[src/hdl/hsvh_pkg.sv]
// Package: shared types, constants and functions of the HSV color histogram.
`timescale 1ns / 1ps
package hsvh_pkg;
   localparam int IGNORE_ENTRIES_DEF = 8;
   localparam int COUNT_BITS_DEF     = 24;
   localparam int NUM_BINS           = 176;
   localparam int BIN_BITS           = 8;
   localparam int FIELD_BITS         = 24;
   localparam int FRAC_BITS          = 17;
   localparam int SLOT_BITS          = 3;

   localparam logic [1:0] REQ_CLEAR  = 2'd0;
   localparam logic [1:0] REQ_IGNORE = 2'd1;
   localparam logic [1:0] REQ_PIXEL  = 2'd2;
   localparam logic [1:0] REQ_READ   = 2'd3;

   typedef struct packed {
      logic [1:0]  req_type;
      logic [7:0]  red;
      logic [7:0]  green;
      logic [7:0]  blue;
      logic [2:0]  entry_index;
      logic        entry_valid;
      logic [23:0] ignore_color;
      logic [7:0]  bin_select;
   } req_type_type;

   typedef struct packed {
      logic [7:0]  bin_index;
      logic [23:0] bin_count;
      logic [23:0] pixel_total;
      logic [16:0] bin_fraction;
   } rsp_type_type;

   // Divider control between top level and divider.
   typedef struct packed {
      logic start;
      logic busy;
      logic done;
   } div_ctl_type;

   function automatic logic [BIN_BITS-1:0] classify(input logic [7:0] r,
         input logic [7:0] g, input logic [7:0] b);
      logic [7:0]  mx, mn, c;
      logic [1:0]  s, v;
      logic [3:0]  h;
      logic [10:0] hc;
      logic [17:0] x;
      logic [18:0] c19;
      logic [14:0] c100, m100;
      logic [12:0] m8;
      logic [13:0] m40;
      logic [14:0] m75;
      mx = r; mn = r;
      if (g > mx) mx = g;
      if (b > mx) mx = b;
      if (g < mn) mn = g;
      if (b < mn) mn = b;
      c = mx - mn;
      c100 = 15'(c) * 15'd100;
      m100 = 15'(mx) * 15'd100;
      m8 = 13'(mx) * 13'd8;
      m40 = 14'(mx) * 14'd40;
      m75 = 15'(mx) * 15'd75;
      s = 2'd0;
      if (c != 8'd0) begin
         if (c100 < 15'(m8)) s = 2'd0;
         else if (c100 < 15'(m40)) s = 2'd1;
         else if (c100 < m75) s = 2'd2;
         else s = 2'd3;
      end
      if (m100 < 15'd1530) v = 2'd0;
      else if (m100 < 15'd10200) v = 2'd1;
      else if (m100 < 15'd20910) v = 2'd2;
      else v = 2'd3;
      if (r == mx) begin
         hc = (g == mn) ? 11'(c) * 11'd5 + 11'(mx - b) : 11'(c) - 11'(mx - g);
      end else if (g == mx) begin
         hc = (b == mn) ? 11'(c) + 11'(mx - r) : 11'(c) * 11'd3 - 11'(mx - b);
      end else begin
         hc = (r == mn) ? 11'(c) * 11'd3 + 11'(mx - g) : 11'(c) * 11'd5 - 11'(mx - r);
      end
      x = 18'(hc) * 18'd100;
      c19 = 19'(c);
      if (c == 8'd0) begin
         if (m100 < 15'd5100) h = 4'd8;
         else if (v == 2'd3) h = 4'd9;
         else h = 4'd10;
      end else if (19'(x) < c19 * 19'd38 || 19'(x) >= c19 * 19'd525) h = 4'd0;
      else if (19'(x) < c19 * 19'd83) h = 4'd1;
      else if (19'(x) < c19 * 19'd125) h = 4'd2;
      else if (19'(x) < c19 * 19'd258) h = 4'd3;
      else if (19'(x) < c19 * 19'd325) h = 4'd4;
      else if (19'(x) < c19 * 19'd458) h = 4'd5;
      else if (19'(x) < c19 * 19'd483) h = 4'd6;
      else h = 4'd7;
      return {h, s, v};
   endfunction
endpackage

[src/hdl/hsvh_divider.sv]
// Divider: restoring division for the Q1.16 bin fraction, one bit per cycle.
`timescale 1ns / 1ps
module hsvh_divider #(
   parameter int COUNT_BITS = hsvh_pkg::COUNT_BITS_DEF
) (
   input  logic                          clock,
   input  logic                          reset,
   input  logic                          start,
   input  logic [COUNT_BITS-1:0]         count,
   input  logic [COUNT_BITS-1:0]         total,
   output hsvh_pkg::div_ctl_type         ctl,
   output logic [hsvh_pkg::FRAC_BITS-1:0] fraction
);
   import hsvh_pkg::*;
   localparam int NB = COUNT_BITS + 16;
   localparam int SB = $clog2(NB + 1);
   logic [NB-1:0]         quo_ff, quo_in;
   logic [COUNT_BITS:0]   rem_ff, rem_in;
   logic [COUNT_BITS-1:0] den_ff, den_in;
   logic [SB-1:0]         step_ff, step_in;
   logic                  busy_ff, busy_in, done_ff, done_in;
   logic [COUNT_BITS:0]   trial;

   always_comb begin
      quo_in = quo_ff; rem_in = rem_ff; den_in = den_ff;
      step_in = step_ff; busy_in = busy_ff; done_in = 1'b0;
      trial = {rem_ff[COUNT_BITS-1:0], quo_ff[NB-1]};
      if (start) begin
         quo_in = {count, 16'd0}; rem_in = '0; den_in = total;
         step_in = SB'(NB); busy_in = 1'b1;
      end else if (busy_ff) begin
         if (trial >= {1'b0, den_ff}) begin
            rem_in = trial - {1'b0, den_ff};
            quo_in = {quo_ff[NB-2:0], 1'b1};
         end else begin
            rem_in = trial;
            quo_in = {quo_ff[NB-2:0], 1'b0};
         end
         step_in = step_ff - SB'(1);
         if (step_ff == SB'(1)) begin
            busy_in = 1'b0; done_in = 1'b1;
         end
      end
   end

   always_ff @(posedge clock) begin
      if (reset) begin
         busy_ff <= 1'b0; done_ff <= 1'b0; step_ff <= '0;
      end else begin
         busy_ff <= busy_in; done_ff <= done_in; step_ff <= step_in;
      end
      quo_ff <= quo_in; rem_ff <= rem_in; den_ff <= den_in;
   end

   assign ctl.start = start;
   assign ctl.busy  = busy_ff;
   assign ctl.done  = done_ff;
   always_comb begin
      if (den_ff == '0) fraction = '0;
      else if (quo_ff > NB'(65536)) fraction = 17'h10000;
      else fraction = quo_ff[FRAC_BITS-1:0];
   end
endmodule

[config.mk]
export PLATFORM = sky130hd
export DESIGN_NAME = hsvh_divider
export DESIGN_NICKNAME = d
export VERILOG_FILES = /design/src/hdl/hsvh_pkg.sv /design/src/hdl/hsvh_divider.sv
export SDC_FILE = /design/constraint.sdc
export NUM_CORES = 1
export LEC_CHECK = 0
export BUFFER_PORTS_ARGS = -buffer_cell sky130_fd_sc_hd__clkbuf_2
export CORE_AREA = 4 4 115 117
export DETAILED_ROUTE_END_ITERATION = 8
export DIE_AREA = 0 0 119 121
export PLACE_DENSITY = 0.65
export SYNTH_ARGS = -nofsm -noshare
export SYNTH_HDL_FRONTEND = slang
export SYNTH_SLANG_ARGS = --single-unit
[constraint.sdc]
create_clock -name clock -period 5.85 [get_ports clock]
set_clock_uncertainty 0.05 [all_clocks]
set_input_delay 1.17 -clock clock [delete_from_list [all_inputs] [get_ports clock]]
set_output_delay 1.17 -clock clock [all_outputs]
set_load 0.005 [all_outputs]
==> results.yml <==
clock_tree:
  clk_pin_slew_ps: 70
  ctsLongestPathBuffers: 2
  cts_resized: 0
  cts_sinks: 96
  numCtsBuffers: 9
  cts_hold_buf: 0
  ctsRootBufferMaster: "clkbuf_16"
  clkLatencyLatePin_ps: 360
  cts-htree-levels: 3
  cts_tree: "built"
  cts_setup_buffers: 0
synth:
  syn_area_sq_um: 5358
  synth_top_area_share_pct: 26.90
  synth_cell_types: 67
  synth_area_leader_cell: "edfxtp_1"
  synth_nets: 625
  synth_area_leaders: "edfxtp_1 27%, dfxtp_1 18%, ha_1 6.1%"
  async_flop_share_pct: 0
  ys_ff_latch: 96
  synth_cells: 547
  synth_top_flop_cell: "edfxtp_1"
  yosysSeqAreaShare_pct: 44.84
  synth-edff-count: 48
  ys_warn_count: 0
  syn_area_per_cell_sq_um: 9.795
timing:
  min_period_ps: 3606
  fin_setup_tns_ps: 0
  setup_viol_count_final: 0
  tightest_slew_ps: 973.3
  fmax_ghz: 0.2773
  finalCritPeriodShare_pct: 61.64
  finalHoldViolCount: 0
  slew_violations: 0
  max_slew_margin_pct: 34.96
  rsz0062_at_grt: "false"
critical_path:
  reg2reg_slack_ps: 3000
  crit_type: "flop to output pin"
  cp_max_fo: 16
  cp_data_arrival_time_ps: 2390
  start_kind: "flop"
  timing.rr.start: "den_ff[0]"
  endpoint_kind: "output pin"
  critPathCapture: "fraction[3]"
  r2r_end: "rem_ff[20]"
  crit_start: "quo_ff[19]"
  ff2ff_path_depth: 10
  required_ps: 4630
cells_and_area:
  syn_to_final_growth_pct: 14.15
  layout_common_cells: "69 x clkbuf_2, 57 x nor2_1, 48 x edfxtp_1"
  fin_area_sq_um: 6116
  n_fill_cell: 1150
  nets: 679
  final_common_cell: "clkbuf_2"
  n_antenna_cell: 0
  drive_above_1_share_pct: 17.82
  fin_util_pct: 49.47
power_and_ir_drop:
  seqPwrFrac_pct: 45.1
  power_per_cell_area_nw_per_um2: 288.1
  combPwrFrac_pct: 20.6
  vdd_drop_max_uv: 188.3
  p_sw_share_pct: 29.26
  p_int_w: 0.001246
  p_sw_w: 0.0005156
  power_leakage_nw: 2.510
  power.total_w: 0.001762
  clock_power_share_pct: 34.3
global_routing:
  grt_pass1_wl_um: 19640
  grt_pass1_vias: 3990
  grt_max_degree: 72
  grt-ovfl-total: 0
  grtUsageTotal_pct: 16.92
  antenna_found_initial: 0
detailed_routing:
  wl_per_cell_um: 15.22
  first_pass_iters: 4
  num_vias: 4148
  wl_um: 11840
  vias_per_cell: 5.332
  drc: 0
  drtIter0Drc: 319
  ant_nets: 0
status:
  status: "complete, no violations"
worst_hold_path:
  min_path_type: "flop to flop"
die:
  die-area_sq_um: 14400
  core_sq_um: 12360
  rows: 41
  die_h_um: 121
  die_w_um: 119
  start_util_pct: 43.34
  boundaryPins: 71
run:
  cap_violations: 0
place:
  placed_cell_area_sq_um: 5807
  hpwl_um: 8521
  port_buffers: 70
  gp_congestion: 0.8903
==> routing by layer <==
layer | track usage (%) | up-vias | wire length, um
li1 | - | 2098 | -
met2 | 26.46 | 59 | 5569
met4 | 7.169 | 0 | 139
met1 | 23.04 | 1983 | 5714
met3 | 3.124 | 8 | 419
met5 | 0 | - | 0
==> logic make-up (layout without fill, tap and decap cells) <==
logic type | Yosys count | count (layout) | share of synthesized area, %
buffers and inverters | 70 | 129 | 5.465
adder cells (fa/ha/maj) | 27 | 27 | 6.446
AND/OR/NAND/NOR | 188 | 188 | 17.98
multiplexers | 24 | 24 | 4.484
AO/OA/AOI/OAI | 121 | 121 | 17.35
XOR/XNOR | 21 | 21 | 3.433
flip-flops | 96 | 96 | 44.84
==> final cells by class <==
type                    instances  area (sq um)  area share (%)
clock inverters                 7         78.83           1.289
clock buffers                   9         225.2           3.682
inverters                      40         150.1           2.455
well taps                     172         215.2           3.519
repair buffers                 73         375.4           6.137
multi-input cells             381          2668           43.62
flip-flops and latches         96          2404           39.30
==> power groups by stage <==
stage | clock network [W] | registers, W | logic (W)
finish | 0.000604 | 0.000794 | 0.000364
CTS | 0.000621 | 0.000795 | 0.000363
global placement | 0 | 0.000807 | 0.000355
floorplan | 0 | 0.000798 | 0.000286
detailed placement | 0 | 0.000810 | 0.000361
global route | 0.000646 | 0.000801 | 0.000408
==> synth_stat cells, types with 2 or more instances <==
library cell,number
a41oi_1,2
nand2_1,41
xnor2_1,17
o31ai_1,2
nand3_1,16
clkbuf_1,18
o21bai_1,3
a31oi_1,2
nand2b_1,2
and2_1,18
inv_1,40
a21boi_0,2
buf_2,2
mux2i_1,24
dfxtp_1,48
nor3_1,12
a21o_1,3
buf_1,3
a22o_1,22
buf_4,5
o21ai_1,3
o211ai_1,4
or3_1,3
and3b_1,2
a211oi_2,2
o21ai_0,10
edfxtp_1,48
a311oi_1,10
nand4_1,5
nor4_1,18
xor2_1,4
nor2_1,57
a211oi_1,11
a21oi_1,28
o21a_1,3
ha_1,26
==> worst max-delay path, stage by stage (launching register included) <==
cell      delay (ps)
edfxtp_1         400
nor4_1           320
and4_1           230
nand3_1          130
a211oi_2         600
and2_1           220
clkbuf_2         110
==> flip-flops by register name, summed over array words and instances, names as in the netlist <==
name,flops
busy_ff,1
den_ff,24
done_ff,1
quo_ff,40
rem_ff,24
step_ff,6
==> stage by stage <==
stage               hold WS (ps)  setup slack, ps  instances
floorplan                  403.4             2983        547
detailed placement         434.5             2184        762
finish                     440.1             2244        778
CTS                        443.9             1770        778
global placement           414.9             2284        762
global route               463.2             1973        778
==> how the worst min path moves through the flow <==
stage | slack [ps] | cells after the start | start | to
floorplan | 400 | 2 | rem_ff[23] | rem_ff[23]
global placement | 410 | 2 | rem_ff[23] | rem_ff[23]
finish | 440 | 2 | rem_ff[13] | rem_ff[13]
detailed placement | 430 | 2 | rem_ff[23] | rem_ff[23]
global route | 460 | 2 | rem_ff[1] | rem_ff[1]
CTS | 440 | 2 | rem_ff[13] | rem_ff[13]
(Power assumes the default switching activity.)
